===== config.mk =====
export PLATFORM = sky130hd
export DESIGN_NAME = budgeted_block_store_oldest_eviction
export DESIGN_NICKNAME = d
export VERILOG_FILES = /design/src/rtl/bbs_pkg.sv /design/src/rtl/budgeted_block_store_oldest_eviction.sv /design/src/rtl/bbs_ctrl.sv /design/src/rtl/bbs_dp.sv
export SDC_FILE = /design/constraint.sdc
export NUM_CORES = 2
export LEC_CHECK = 0
export ABC_AREA = 1
export BUFFER_PORTS_ARGS = -buffer_cell sky130_fd_sc_hd__buf_2
export CORE_AREA = 2 2 473 592
export CTS_CLUSTER_DIAMETER = 200
export DETAILED_ROUTE_END_ITERATION = 7
export DIE_AREA = 0 0 475 594
export GPL_ROUTABILITY_DRIVEN = 0
export GPL_TIMING_DRIVEN = 1
export PLACE_DENSITY = 0.51
export SETUP_SLACK_MARGIN = 0.15
export SLEW_MARGIN = 20
export SYNTH_ARGS = -nofsm -noshare
export SYNTH_HDL_FRONTEND = slang
export SYNTH_HIERARCHICAL = 1
export SYNTH_SLANG_ARGS = --single-unit

===== constraint.sdc =====
create_clock -name clk -period 5.75 [get_ports clk]
set_input_delay 1.15 -clock clk [delete_from_list [all_inputs] [get_ports clk]]
set_output_delay 1.15 -clock clk [all_outputs]
set_load 0.01 [all_outputs]

===== src/rtl/bbs_pkg.sv =====
`timescale 1ns / 1ps
// ----------------------------------------------------------------------------
// bbs_pkg: shared types for the budgeted block store
// Item, result, slot record and controller/datapath command/status types.
// ----------------------------------------------------------------------------
package bbs_pkg;

	localparam int ID_W    = 16;
	localparam int SIZE_W  = 24;
	localparam int CNT_W   = 24;
	localparam int AGE_W   = 32;
	localparam int USAGE_W = 33;
	localparam int CTR_W   = 32;
	localparam int SUM_W   = 64;
	localparam int BUDGET_W = 32;

	localparam int BUDGET_RESET_MIB = 512;
	localparam logic [BUDGET_W-1:0] BUDGET_RESET = BUDGET_W'(BUDGET_RESET_MIB * 1024 * 1024);

	typedef enum logic {
		OP_STORE    = 1'b0,
		OP_RETRIEVE = 1'b1
	} op_t;

	typedef struct packed {
		op_t               op;
		logic [ID_W-1:0]   block_id;
		logic [SIZE_W-1:0] stored_size;
		logic [CNT_W-1:0]  element_count;
	} item_t;

	typedef struct packed {
		logic [ID_W-1:0]   key;
		logic [SIZE_W-1:0] size;
		logic [CNT_W-1:0]  cnt;
		logic [AGE_W-1:0]  age;
	} slot_rec_t;

	typedef struct packed {
		logic               hit;
		logic [SIZE_W-1:0]  found_stored_size;
		logic [CNT_W-1:0]   found_element_count;
		logic               evicted;
		logic [ID_W-1:0]    evicted_id;
		logic [USAGE_W-1:0] usage_bytes;
		logic [CTR_W-1:0]   store_count;
		logic [CTR_W-1:0]   retrieve_count;
		logic [CTR_W-1:0]   eviction_count;
		logic [SUM_W-1:0]   total_original_bytes;
		logic [SUM_W-1:0]   total_stored_bytes;
	} res_t;

	// controller -> datapath
	typedef struct packed {
		logic start;   // latch item, clear search
		logic scan;    // read one slot
		logic decide;  // resolve hit / eviction / target slot
		logic update;  // commit table and totals
	} cmd_t;

	// datapath -> controller
	typedef struct packed {
		logic scan_last;
	} stat_t;

endpackage


===== src/rtl/budgeted_block_store_oldest_eviction.sv =====
`timescale 1ns / 1ps
// ----------------------------------------------------------------------------
// budgeted_block_store_oldest_eviction: byte-budgeted block table
// Stores and looks up blocks by id; evicts the oldest entry when a store
// would exceed the byte budget or a new id finds the table full.
// ----------------------------------------------------------------------------
//
// channel   dir  handshake                 payload
// -------   ---  ------------------------  ---------------------------------
// s_*       in   s_tvalid / s_tready       tuser: opcode; tdata: id, sizes
// m_*       out  m_tvalid / m_tready       tdata: hit .. total_stored_bytes
// APB       in   psel & penable & pwrite   0x0: budget_bytes (RW)
//
// Sequence: accept, a scan of the slot memory at one slot per cycle (its
//   single read port sets the rate), then drain, decide and commit steps,
//   and the result.
// One item is in flight at a time; s_tready is high only while idle.
// m_tvalid holds with a stable m_tdata while m_tready is low.
// Reset clears valid bits, counters, totals and restores the budget to
//   512 MiB; slot contents are not cleared, so there is no clearing pass.
// ----------------------------------------------------------------------------
module budgeted_block_store_oldest_eviction import bbs_pkg::*; #(
	parameter int SLOTS = 16
) (
	input  logic         clk,
	input  logic         arst_n,
	// APB config
	input  logic         psel,
	input  logic         penable,
	input  logic         pwrite,
	input  logic [2:0]   paddr,
	input  logic [31:0]  pwdata,
	output logic [31:0]  prdata,
	output logic         pready,
	// input items
	input  logic         s_tvalid,
	output logic         s_tready,
	input  logic [63:0]  s_tdata,   // block_id[15:0], stored_size[39:16], element_count[63:40]
	input  logic [0:0]   s_tuser,   // opcode[0]
	// result items
	output logic         m_tvalid,
	input  logic         m_tready,
	output logic [327:0] m_tdata    // hit[0], found_stored_size[24:1],
	                                // found_element_count[48:25], evicted[49],
	                                // evicted_id[65:50], usage_bytes[98:66],
	                                // store_count[130:99], retrieve_count[162:131],
	                                // eviction_count[194:163],
	                                // total_original_bytes[258:195],
	                                // total_stored_bytes[322:259], zero pad above
);

	localparam logic       REG_BUDGET  = 1'b0;  // register index from paddr[2]
	localparam logic [2:0] ADDR_BUDGET = 3'd0;

	logic [BUDGET_W-1:0] budget_q;
	logic                cfg_wr;
	item_t               item;
	res_t                res;
	cmd_t                cmd;
	stat_t               stat;

	// config register; writes land on the access phase
	assign pready = 1'b1;
	assign cfg_wr = psel && penable && pwrite && pready;

	always_ff @(posedge clk or negedge arst_n) begin
		if (!arst_n) begin
			budget_q <= BUDGET_RESET;
		end else if (cfg_wr && (paddr[2] == REG_BUDGET)) begin
			budget_q <= pwdata;
		end
	end

	assign prdata = (paddr == ADDR_BUDGET) ? budget_q : '0;

	// unpack the input item
	assign item.op            = op_t'(s_tuser[0]);
	assign item.block_id      = s_tdata[15:0];
	assign item.stored_size   = s_tdata[39:16];
	assign item.element_count = s_tdata[63:40];

	bbs_ctrl u_ctrl (
		.clk      (clk),
		.arst_n   (arst_n),
		.s_tvalid (s_tvalid),
		.s_tready (s_tready),
		.m_tvalid (m_tvalid),
		.m_tready (m_tready),
		.stat     (stat),
		.cmd      (cmd)
	);

	bbs_dp #(
		.SLOTS (SLOTS)
	) u_dp (
		.clk    (clk),
		.arst_n (arst_n),
		.cmd    (cmd),
		.item   (item),
		.budget (budget_q),
		.stat   (stat),
		.res    (res)
	);

	// pack the result, first field lowest
	assign m_tdata = {5'b0,
	                  res.total_stored_bytes,
	                  res.total_original_bytes,
	                  res.eviction_count,
	                  res.retrieve_count,
	                  res.store_count,
	                  res.usage_bytes,
	                  res.evicted_id,
	                  res.evicted,
	                  res.found_element_count,
	                  res.found_stored_size,
	                  res.hit};

endmodule


===== src/rtl/bbs_ctrl.sv =====
`timescale 1ns / 1ps
// ----------------------------------------------------------------------------
// bbs_ctrl: sequencer for the budgeted block store
// Walks each item through slot scan, decision, commit and result hand-off.
// ----------------------------------------------------------------------------
module bbs_ctrl import bbs_pkg::*; (
	input  logic  clk,
	input  logic  arst_n,
	input  logic  s_tvalid,
	output logic  s_tready,
	output logic  m_tvalid,
	input  logic  m_tready,
	input  stat_t stat,
	output cmd_t  cmd
);

	typedef enum logic [5:0] {
		ST_IDLE   = 6'b000001,
		ST_SCAN   = 6'b000010,
		ST_DRAIN  = 6'b000100,
		ST_DECIDE = 6'b001000,
		ST_UPDATE = 6'b010000,
		ST_OUT    = 6'b100000
	} state_t;

	state_t state_q, state_d;

	always_ff @(posedge clk or negedge arst_n) begin
		if (!arst_n) begin
			state_q <= ST_IDLE;
		end else begin
			state_q <= state_d;
		end
	end

	always_comb begin
		state_d = state_q;
		case (state_q)
			ST_IDLE:   if (s_tvalid) state_d = ST_SCAN;
			ST_SCAN:   if (stat.scan_last) state_d = ST_DRAIN;
			ST_DRAIN:  state_d = ST_DECIDE;
			ST_DECIDE: state_d = ST_UPDATE;
			ST_UPDATE: state_d = ST_OUT;
			ST_OUT:    if (m_tready) state_d = ST_IDLE;
			default:   state_d = ST_IDLE;
		endcase
	end

	assign s_tready   = (state_q == ST_IDLE);
	assign m_tvalid   = (state_q == ST_OUT);
	assign cmd.start  = (state_q == ST_IDLE) && s_tvalid;
	assign cmd.scan   = (state_q == ST_SCAN);
	assign cmd.decide = (state_q == ST_DECIDE);
	assign cmd.update = (state_q == ST_UPDATE);

endmodule


===== src/rtl/bbs_dp.sv =====
`timescale 1ns / 1ps
// ----------------------------------------------------------------------------
// bbs_dp: datapath for the budgeted block store
// Slot memory, valid bits, one-slot-per-cycle search, totals and result regs.
// ----------------------------------------------------------------------------
module bbs_dp import bbs_pkg::*; #(
	parameter int SLOTS = 16
) (
	input  logic                clk,
	input  logic                arst_n,
	input  cmd_t                cmd,
	input  item_t               item,
	input  logic [BUDGET_W-1:0] budget,
	output stat_t               stat,
	output res_t                res
);

	localparam int IDX_W = (SLOTS > 1) ? $clog2(SLOTS) : 1;

	// slot table
	slot_rec_t        mem_q [SLOTS];
	logic [SLOTS-1:0] valid_q;

	item_t item_q;

	// scan
	logic [IDX_W-1:0] idx_q;
	logic             acc_s1;
	slot_rec_t        rd_rec_s1;
	logic             rd_vld_s1;
	logic [IDX_W-1:0] rd_idx_s1;
	logic             over_q;

	// search results
	logic              match_found_q, old_found_q, free_found_q;
	logic [IDX_W-1:0]  match_idx_q, old_idx_q, free_idx_q;
	logic [SIZE_W-1:0] match_size_q, old_size_q;
	logic [CNT_W-1:0]  match_cnt_q;
	logic [AGE_W-1:0]  old_age_q;
	logic [ID_W-1:0]   old_key_q;

	// decision
	logic              rm1_q;
	logic [IDX_W-1:0]  tgt_q;
	logic [SIZE_W:0]   sub_q;
	logic              hit_q, ev_q;
	logic [ID_W-1:0]   evid_q;
	logic [SIZE_W-1:0] fsize_q;
	logic [CNT_W-1:0]  fcnt_q;

	// running state
	logic [AGE_W-1:0]   next_age_q;
	logic [USAGE_W-1:0] usage_q;
	logic [CTR_W-1:0]   stores_q, retrieves_q, evictions_q;
	logic [SUM_W-1:0]   orig_sum_q, stored_sum_q;

	logic              is_store;
	logic [USAGE_W:0]  need;
	logic              take_old;
	logic              rm1, matched, rm2;
	logic [IDX_W-1:0]  tgt;
	logic [SIZE_W:0]   sub;

	assign is_store = (item_q.op == OP_STORE);
	assign need     = {1'b0, usage_q} + (USAGE_W+1)'(item_q.stored_size);
	assign stat.scan_last = (idx_q == IDX_W'(SLOTS - 1));
	assign take_old = rd_vld_s1 && (!old_found_q || (rd_rec_s1.age < old_age_q));

	// store resolution: over-budget removal, then replace / free / forced removal
	always_comb begin
		rm1     = over_q && old_found_q;
		matched = match_found_q && !(rm1 && (match_idx_q == old_idx_q));
		rm2     = !rm1 && !matched && !free_found_q;
		if (matched) begin
			tgt = match_idx_q;
		end else if (free_found_q && (!rm1 || (free_idx_q < old_idx_q))) begin
			tgt = free_idx_q;
		end else begin
			tgt = old_idx_q;
		end
		sub = (rm1 ? (SIZE_W+1)'(old_size_q) : '0) +
		      (matched ? (SIZE_W+1)'(match_size_q) :
		       rm2 ? (SIZE_W+1)'(old_size_q) : '0);
	end

	// control flops
	always_ff @(posedge clk or negedge arst_n) begin
		if (!arst_n) begin
			idx_q         <= '0;
			acc_s1        <= 1'b0;
			match_found_q <= 1'b0;
			old_found_q   <= 1'b0;
			free_found_q  <= 1'b0;
			valid_q       <= '0;
			next_age_q    <= '0;
			usage_q       <= '0;
			stores_q      <= '0;
			retrieves_q   <= '0;
			evictions_q   <= '0;
			orig_sum_q    <= '0;
			stored_sum_q  <= '0;
		end else begin
			acc_s1 <= cmd.scan;
			if (cmd.start) begin
				idx_q         <= '0;
				match_found_q <= 1'b0;
				old_found_q   <= 1'b0;
				free_found_q  <= 1'b0;
			end else if (cmd.scan) begin
				idx_q <= idx_q + 1'b1;
			end
			if (acc_s1) begin
				if (rd_vld_s1 && (rd_rec_s1.key == item_q.block_id))
					match_found_q <= 1'b1;
				if (take_old)
					old_found_q <= 1'b1;
				if (!rd_vld_s1)
					free_found_q <= 1'b1;
			end
			if (cmd.update) begin
				if (is_store) begin
					if (rm1_q)
						valid_q[old_idx_q] <= 1'b0;
					valid_q[tgt_q] <= 1'b1;
					next_age_q   <= next_age_q + 1'b1;
					usage_q      <= usage_q - USAGE_W'(sub_q) + USAGE_W'(item_q.stored_size);
					stores_q     <= stores_q + 1'b1;
					evictions_q  <= evictions_q + CTR_W'(over_q);
					orig_sum_q   <= orig_sum_q + SUM_W'({item_q.element_count, 2'b00});
					stored_sum_q <= stored_sum_q + SUM_W'(item_q.stored_size);
				end else begin
					retrieves_q <= retrieves_q + CTR_W'(match_found_q);
				end
			end
		end
	end

	// payload flops
	always_ff @(posedge clk) begin
		if (cmd.start)
			item_q <= item;
		if (cmd.scan) begin
			over_q    <= need > (USAGE_W+1)'(budget);
			rd_vld_s1 <= valid_q[idx_q];
			rd_idx_s1 <= idx_q;
		end
		if (acc_s1) begin
			if (rd_vld_s1 && !match_found_q && (rd_rec_s1.key == item_q.block_id)) begin
				match_idx_q  <= rd_idx_s1;
				match_size_q <= rd_rec_s1.size;
				match_cnt_q  <= rd_rec_s1.cnt;
			end
			if (take_old) begin
				old_idx_q  <= rd_idx_s1;
				old_age_q  <= rd_rec_s1.age;
				old_key_q  <= rd_rec_s1.key;
				old_size_q <= rd_rec_s1.size;
			end
			if (!rd_vld_s1 && !free_found_q)
				free_idx_q <= rd_idx_s1;
		end
		if (cmd.decide) begin
			rm1_q <= rm1;
			tgt_q <= tgt;
			sub_q <= sub;
			if (is_store) begin
				hit_q   <= matched;
				ev_q    <= rm1 || rm2;
				evid_q  <= (rm1 || rm2) ? old_key_q : '0;
				fsize_q <= '0;
				fcnt_q  <= '0;
			end else begin
				hit_q   <= match_found_q;
				ev_q    <= 1'b0;
				evid_q  <= '0;
				fsize_q <= match_found_q ? match_size_q : '0;
				fcnt_q  <= match_found_q ? match_cnt_q : '0;
			end
		end
	end

	// slot memory: one read, one write port
	always_ff @(posedge clk) begin
		if (cmd.scan)
			rd_rec_s1 <= mem_q[idx_q];
		if (cmd.update && is_store)
			mem_q[tgt_q] <= '{key: item_q.block_id, size: item_q.stored_size,
			                  cnt: item_q.element_count, age: next_age_q};
	end

	assign res.hit                  = hit_q;
	assign res.found_stored_size    = fsize_q;
	assign res.found_element_count  = fcnt_q;
	assign res.evicted              = ev_q;
	assign res.evicted_id           = evid_q;
	assign res.usage_bytes          = usage_q;
	assign res.store_count          = stores_q;
	assign res.retrieve_count       = retrieves_q;
	assign res.eviction_count       = evictions_q;
	assign res.total_original_bytes = orig_sum_q;
	assign res.total_stored_bytes   = stored_sum_q;

endmodule


Word-level counts from Yosys, hierarchy flattened
Memories as Yosys holds them, arrays and structs flattened. A register that Yosys moved wholly into a read port is not among the register bits.
Cells that the tools add are included.
{"block": "op_classes", "add_sub_neg": 11, "n_lt_le_gt_ge": 8, "n_eq_ne": 12, "n_mux": 33, "bitwise_logic": 6, "reduce_logical": 38}
{"operator": "32-bit by 1-bit adder with 32-bit output", "n": 2}
{"operator": "32-bit by 1-bit adder with 32-bit output (second input constant)", "n": 2}
{"operator": "64-bit by 24-bit adder with 64-bit output", "n": 1}
{"operator": "64-bit by 26-bit adder with 64-bit output", "n": 1}
{"operator": "16-bit two-way mux", "n": 3}
{"operator": "24-bit two-way mux", "n": 2}
{"operator": "6-bit case mux with 6 select lines", "n": 1}
{"operator": "33-bit by 24-bit adder with 34-bit output", "n": 1}
{"operator": "34-bit by 32-bit greater-than comparator with 1-bit output", "n": 1}
{"operator": "33-bit by 24-bit adder with 33-bit output", "n": 1}
{"operator": "33-bit by 25-bit subtractor with 33-bit output", "n": 1}
{"operator": "32-bit < comparator", "n": 1}
{"operator": "32-bit two-way mux", "n": 1}
{"operator": "25-bit adder", "n": 1}
{"operator": "25-bit two-way mux", "n": 1}
{"operator": "1-bit logical AND", "n": 18}
{"operator": "6-bit two-way mux", "n": 3}
{"operator": "16-bit AND", "n": 1}
{"operator": "16-bit == test", "n": 1}
{"operator": "4-bit two-way mux", "n": 4}
{"operator": "16-bit inverter", "n": 1}
{"operator": "16-bit bitwise OR", "n": 1}
{"operator": "4-bit by 5-bit < comparator with 1-bit output (second input constant)", "n": 3}
{"operator": "1-bit two-way mux", "n": 15}
{"operator": "other kinds (23)", "n": 41}
{"block": "totals", "reg_bits": 650, "mem_bits_rw": 1536, "output_inout_bits": 363, "wordCells": 147, "n_memories": 1}
{"name": "u_dp.mem_q", "depth": 16, "width": 96, "read_ports": 1, "rd_ports_with_merged_regs": 1, "wr": 1, "line_no": "bbs_dp.sv:21", "rtl": "slot_rec_t mem_q [SLOTS];"}

Longest topological paths before layout
{"block": "logic_depth", "word_depth": 10, "mapped_depth": 24, "ltp_nobuf": 24}

Modules after synthesis
The synthesis kept the hierarchy.
{"module": "bbs_dp", "n_inst": 1, "cells_each": 8332, "area_each_um2": 97010.5, "seq_area_each_um2": 65768.1}
{"module": "budgeted_block_store_oldest_eviction", "n_inst": 1, "cells_each": 220, "area_each_um2": 1621.6, "seq_area_each_um2": 802.0}
{"module": "bbs_ctrl", "n_inst": 1, "cells_each": 54, "area_each_um2": 392.9, "seq_area_each_um2": 151.4}

Worst setup path after synthesis
Ideal clock, no wire load.
{"block": "synth_path", "kind": "reg2reg", "from": "register u_ctrl.state_q[1]", "to": "memory u_dp/mem_q[0][0] in the netlist's numbering, enable pin", "setup_ns": 0.552, "t_arrival_ns": 5.529, "t_required_ns": 5.198, "slack_ns": -0.331, "path_stages_with_launch": 12, "n_path_buf": 2, "path_cell_list": "dfrtp_1 > inv_1 > nand2_1 > nor2_2 > nand2_2 > inv_1 > nand2_4 > inv_2 > buf_4 > buf_2 > nand3_1 > nor2_1"}
{"item": "from (decl)", "line_no": "bbs_ctrl.sv:26", "rtl": "state_t state_q, state_d;"}
{"item": "from (signal assigned)", "line_no": "bbs_ctrl.sv:32", "rtl": "state_q <= state_d;"}
{"item": "to (decl)", "line_no": "bbs_dp.sv:21"}

Worst setup path in the final report
{"block": "layout_path", "from": "register u_dp/item_q[29] in the netlist's numbering", "to": "register u_dp.over_q, data pin"}
{"block": "layout_between", "elab_chain_len": 2}
{"item": "from (decl)", "line_no": "bbs_dp.sv:24", "rtl": "item_t item_q;"}
{"item": "from (signal assigned)", "line_no": "bbs_dp.sv:141", "rtl": "item_q <= item;"}
{"item": "33-bit by 24-bit adder with 34-bit output", "line_no": "bbs_dp.sv:65", "rtl": "assign need = {1'b0, usage_q} + (USAGE_W+1)'(item_q.stored_size);"}
{"item": "34-bit by 32-bit greater-than comparator with 1-bit output", "line_no": "bbs_dp.sv:143", "rtl": "over_q <= need > (USAGE_W+1)'(budget);"}
{"item": "to (signal assigned)", "line_no": "bbs_dp.sv:143"}
{"item": "to (decl)", "line_no": "bbs_dp.sv:32", "rtl": "logic over_q;"}
Every way passes these cells.
A chain may end at the register's enable or synchronous reset.

==> impl_metrics.csv <==
group,metric,value,unit
outcome,outcome,"finished, final reports clean",
clock_network,clock_latency,0.91,ns
routing,drt_pass1_iterations,6,
yosys,yosys.area.top_type_share,0.586,
routing,wl_per_cell,22.9,µm
layout,finish.utilization,0.412,
clock_network,clockBufferDepth,4,
yosys,synth_ff_type,"edfxtp_1",
worst_setup_path,critPathLaunchType,"register",
layout,layout_common_cells,"edfxtp_1 (1931), nor2_1 (1298), o21ai_0 (1100), nand2_1 (885), inv_1 (704)",
floorplan,core-area,276000,µm²
sta,post-route-period-util,0.734,
worst_setup_path,worstPathArrival,4.77,ns
layout,area_growth,15.0,%
place,portBuffers,461,
power,ir_worst_vdd,318,µV
floorplan,die-width,475,µm
yosys,avgSynthCellArea,11.5,µm²
grt,grt_pass1_wl,440,mm
layout,drive_above_1_share,0.112,
grt,track_usage,0.205,
worst_setup_path,worstSetupEndpointType,"register",
yosys,yosys_register_bits,2280,
place,dp_hpwl,176,mm
clock_network,htree_levels,4,
flow_run,maxCapViolations,0,
sta,rsz0062_at_grt,"false",
place,place_area,106000,µm²
sta,final_max_slew_viol_count,0,
power,leakagePower,0.0435,µW
clock_network,clk_pin_slew,0.06,ns
yosys,synth_top_cell_by_area,"edfxtp_1",
clock_network,post_cts_resized,0,
yosys,synth_cell_types,58,
routing,wl,296,mm
yosys,synth_area_leaders,"edfxtp_1 (59%), dfrtp_1 (8.8%), o21ai_0 (5.6%)",
sta,worstMarginPinSlew,1.11,ns
clock_network,cts_tree,"yes",
yosys,syn-cell-area,99000,µm²
floorplan,dieArea,282000,µm²
yosys,ys_warn_count,6,
worst_setup_path,cp_max_fo,19,
layout,num-nets-final,9383,
floorplan,rows,216,
yosys,synth_edf_count,1931,
clock_network,hold_buffers,0,
routing,viasPerCell,5.26,
routing,vias,68100,
layout,design_area,114000,µm²
grt,grt_max_degree,200,
sta,hold_ws,0.310,ns
yosys,ys_seq_area_frac,0.674,
yosys,async_flop_share,0.153,
hold_path,hold_path_class,"input port to asynchronous set/reset pin",
sta,period_minus_slack,4.22,ns
sta,hold_viol,0,
clock_network,postCtsSetupBuffers,0,
routing,drt_iter0_drc,5553,
clock_network,root_buffer,"clkbuf_16",
layout,final_common_cell,"edfxtp_1",
floorplan,die_y,594,µm
worst_setup_path,path_class,"register to register",
clock_network,cts_buffers,234,
power,p_per_area,445,nW/µm²
grt,first_global_vias,67600,
routing,drcViolationCount,0,
floorplan,ioPinCount,470,
sta,setup_violations,0,
sta,fmax,237,MHz
grt,grt.overflow.total,0,
sta,skew,0.0812,ns
sta,slew_headroom,0.256,
floorplan,initial_utilization,0.358,
routing,ant_nets,0,
sta,setup_tns,0,ns
yosys,syn_inst,8606,
worst_setup_path,crit_required,6.29,ns
clock_network,clkSinkCount,2280,
grt,antenna_found_initial,15,
==> final timing paths <==
kind | slack [ns] | start | endpoint | depth (start not counted)
max | 1.53 | u_dp/item_q[29] | u_dp/over_q | 21
max reg2reg | 1.53 | u_dp/item_q[29] | u_dp/over_q | 21
min in group clk | 0.42 | s_tdata[4] | u_dp/item_q[52] | 1
max in group asynchronous | 4.11 | arst_n | u_dp/usage_q[27] | 2
min reg2reg | 0.42 | u_dp/rd_rec_s1[52] | u_dp/match_cnt_q[20] | 0
min | 0.31 | arst_n | u_dp/orig_sum_q[14] | 1
==> routing by layer <==
metal	vias to the layer above	wire length [µm]	global-route usage
met2	1856	145000	0.346
met3	464	13800	0.0234
met4	2	9810	0.0674
li1	31400	-	-
met1	34500	128000	0.273
met5	-	13	0
==> cells by family after synthesis <==
kind of cell	Yosys count	synth area share
xor gates and xnor gates	274	0.0242
muxes	2	0.000227
AOI/OAI and AO/OA	1969	0.112
DFF	2280	0.674
other	3	0.000114
adders and majority gates	238	0.0322
and+or+nand+nor	2739	0.115
buffers and inverters	1101	0.0430
==> synthesized netlist by cell type (all sizes together) (2+ instances only) <==
cell type / n
a211oi: 3
a21boi: 4
a21o: 15
a21oi: 199
a31oi: 12
and3: 2
buf: 78
clkbuf: 306
conb: 3
dfrtp: 347
dfstp: 2
edfxtp: 1931
fa: 28
ha: 210
inv: 717
mux2: 2
nand2: 898
nand3: 266
nand3b: 9
nand4: 68
nor2: 1336
nor3: 111
nor4: 35
o211ai: 83
o21a: 19
o21ai: 1195
o21bai: 10
o221ai: 118
o22ai: 305
or2: 11
xnor2: 105
xor2: 169
==> power breakdown <==
group	internal, µW	switching [µW]
clock network	9050	6560
logic	4440	10000
registers	19400	1110
total	32900	17700
==> stage by stage <==
| stage | std cells | worst slack [ns] | total power [µW] |
|---|---|---|---|
| final | 12900 | 1.53 | 50600 |
| after global routing | 12900 | 1.18 | 53400 |
| after CTS | 12900 | 1.51 | 51100 |
| after detailed placement | 12500 | 1.49 | 35300 |
| after global placement | 12500 | 1.43 | 35200 |
| after floorplan | 8611 | -0.331 | 30100 |
==> final cells by class <==
cell class                      count  area (µm²)
Timing Repair Buffer              575        3740
Clock inverter                    142        1560
Clock buffer                      286        6210
Fill cell                       26300      163000
Antenna cell                        7        17.5
Multi-Input combinational cell   5230       28200
Tap cell                         3706        4640
Sequential cell                  2280       66700
Inverter                          717        2730
==> worst max-delay path, cell delays in order (launching register included) <==
cell	delay, ns
edfxtp_1	0.72
ha_1	0.54
nand2_1	0.10
a21oi_1	0.16
nor2_1	0.06
nand2_1	0.14
nand3_1	0.09
nand2_1	0.16
a21oi_1	0.13
o21ai_1	0.28
xor2_1	0.22
ha_1	0.26
nand2_1	0.08
o21ai_0	0.09
nor2_1	0.09
o21ai_0	0.08
a21boi_0	0.21
nand2_1	0.08
nand2_1	0.05
nand2_1	0.06
nand2_1	0.06
nand2_1	0.24
==> state kept, by name, summed over array words and instances, names as in the netlist, 6 cells and up <==
name and flops:
budget_q 32, u_ctrl/state_q 6, u_dp/evictions_q 32, u_dp/evid_q 16, u_dp/fcnt_q 24, u_dp/fsize_q 24, u_dp/item_q 65, u_dp/match_cnt_q 24
u_dp/match_size_q 24, u_dp/mem_q 1536, u_dp/next_age_q 32, u_dp/old_age_q 32, u_dp/old_key_q 16, u_dp/old_size_q 24, u_dp/orig_sum_q 62, u_dp/rd_rec_s1 96
u_dp/retrieves_q 32, u_dp/stored_sum_q 64, u_dp/stores_q 32, u_dp/sub_q 25, u_dp/usage_q 33, u_dp/valid_q 16
No activity file was read; power rests on OpenSTA's default activity.
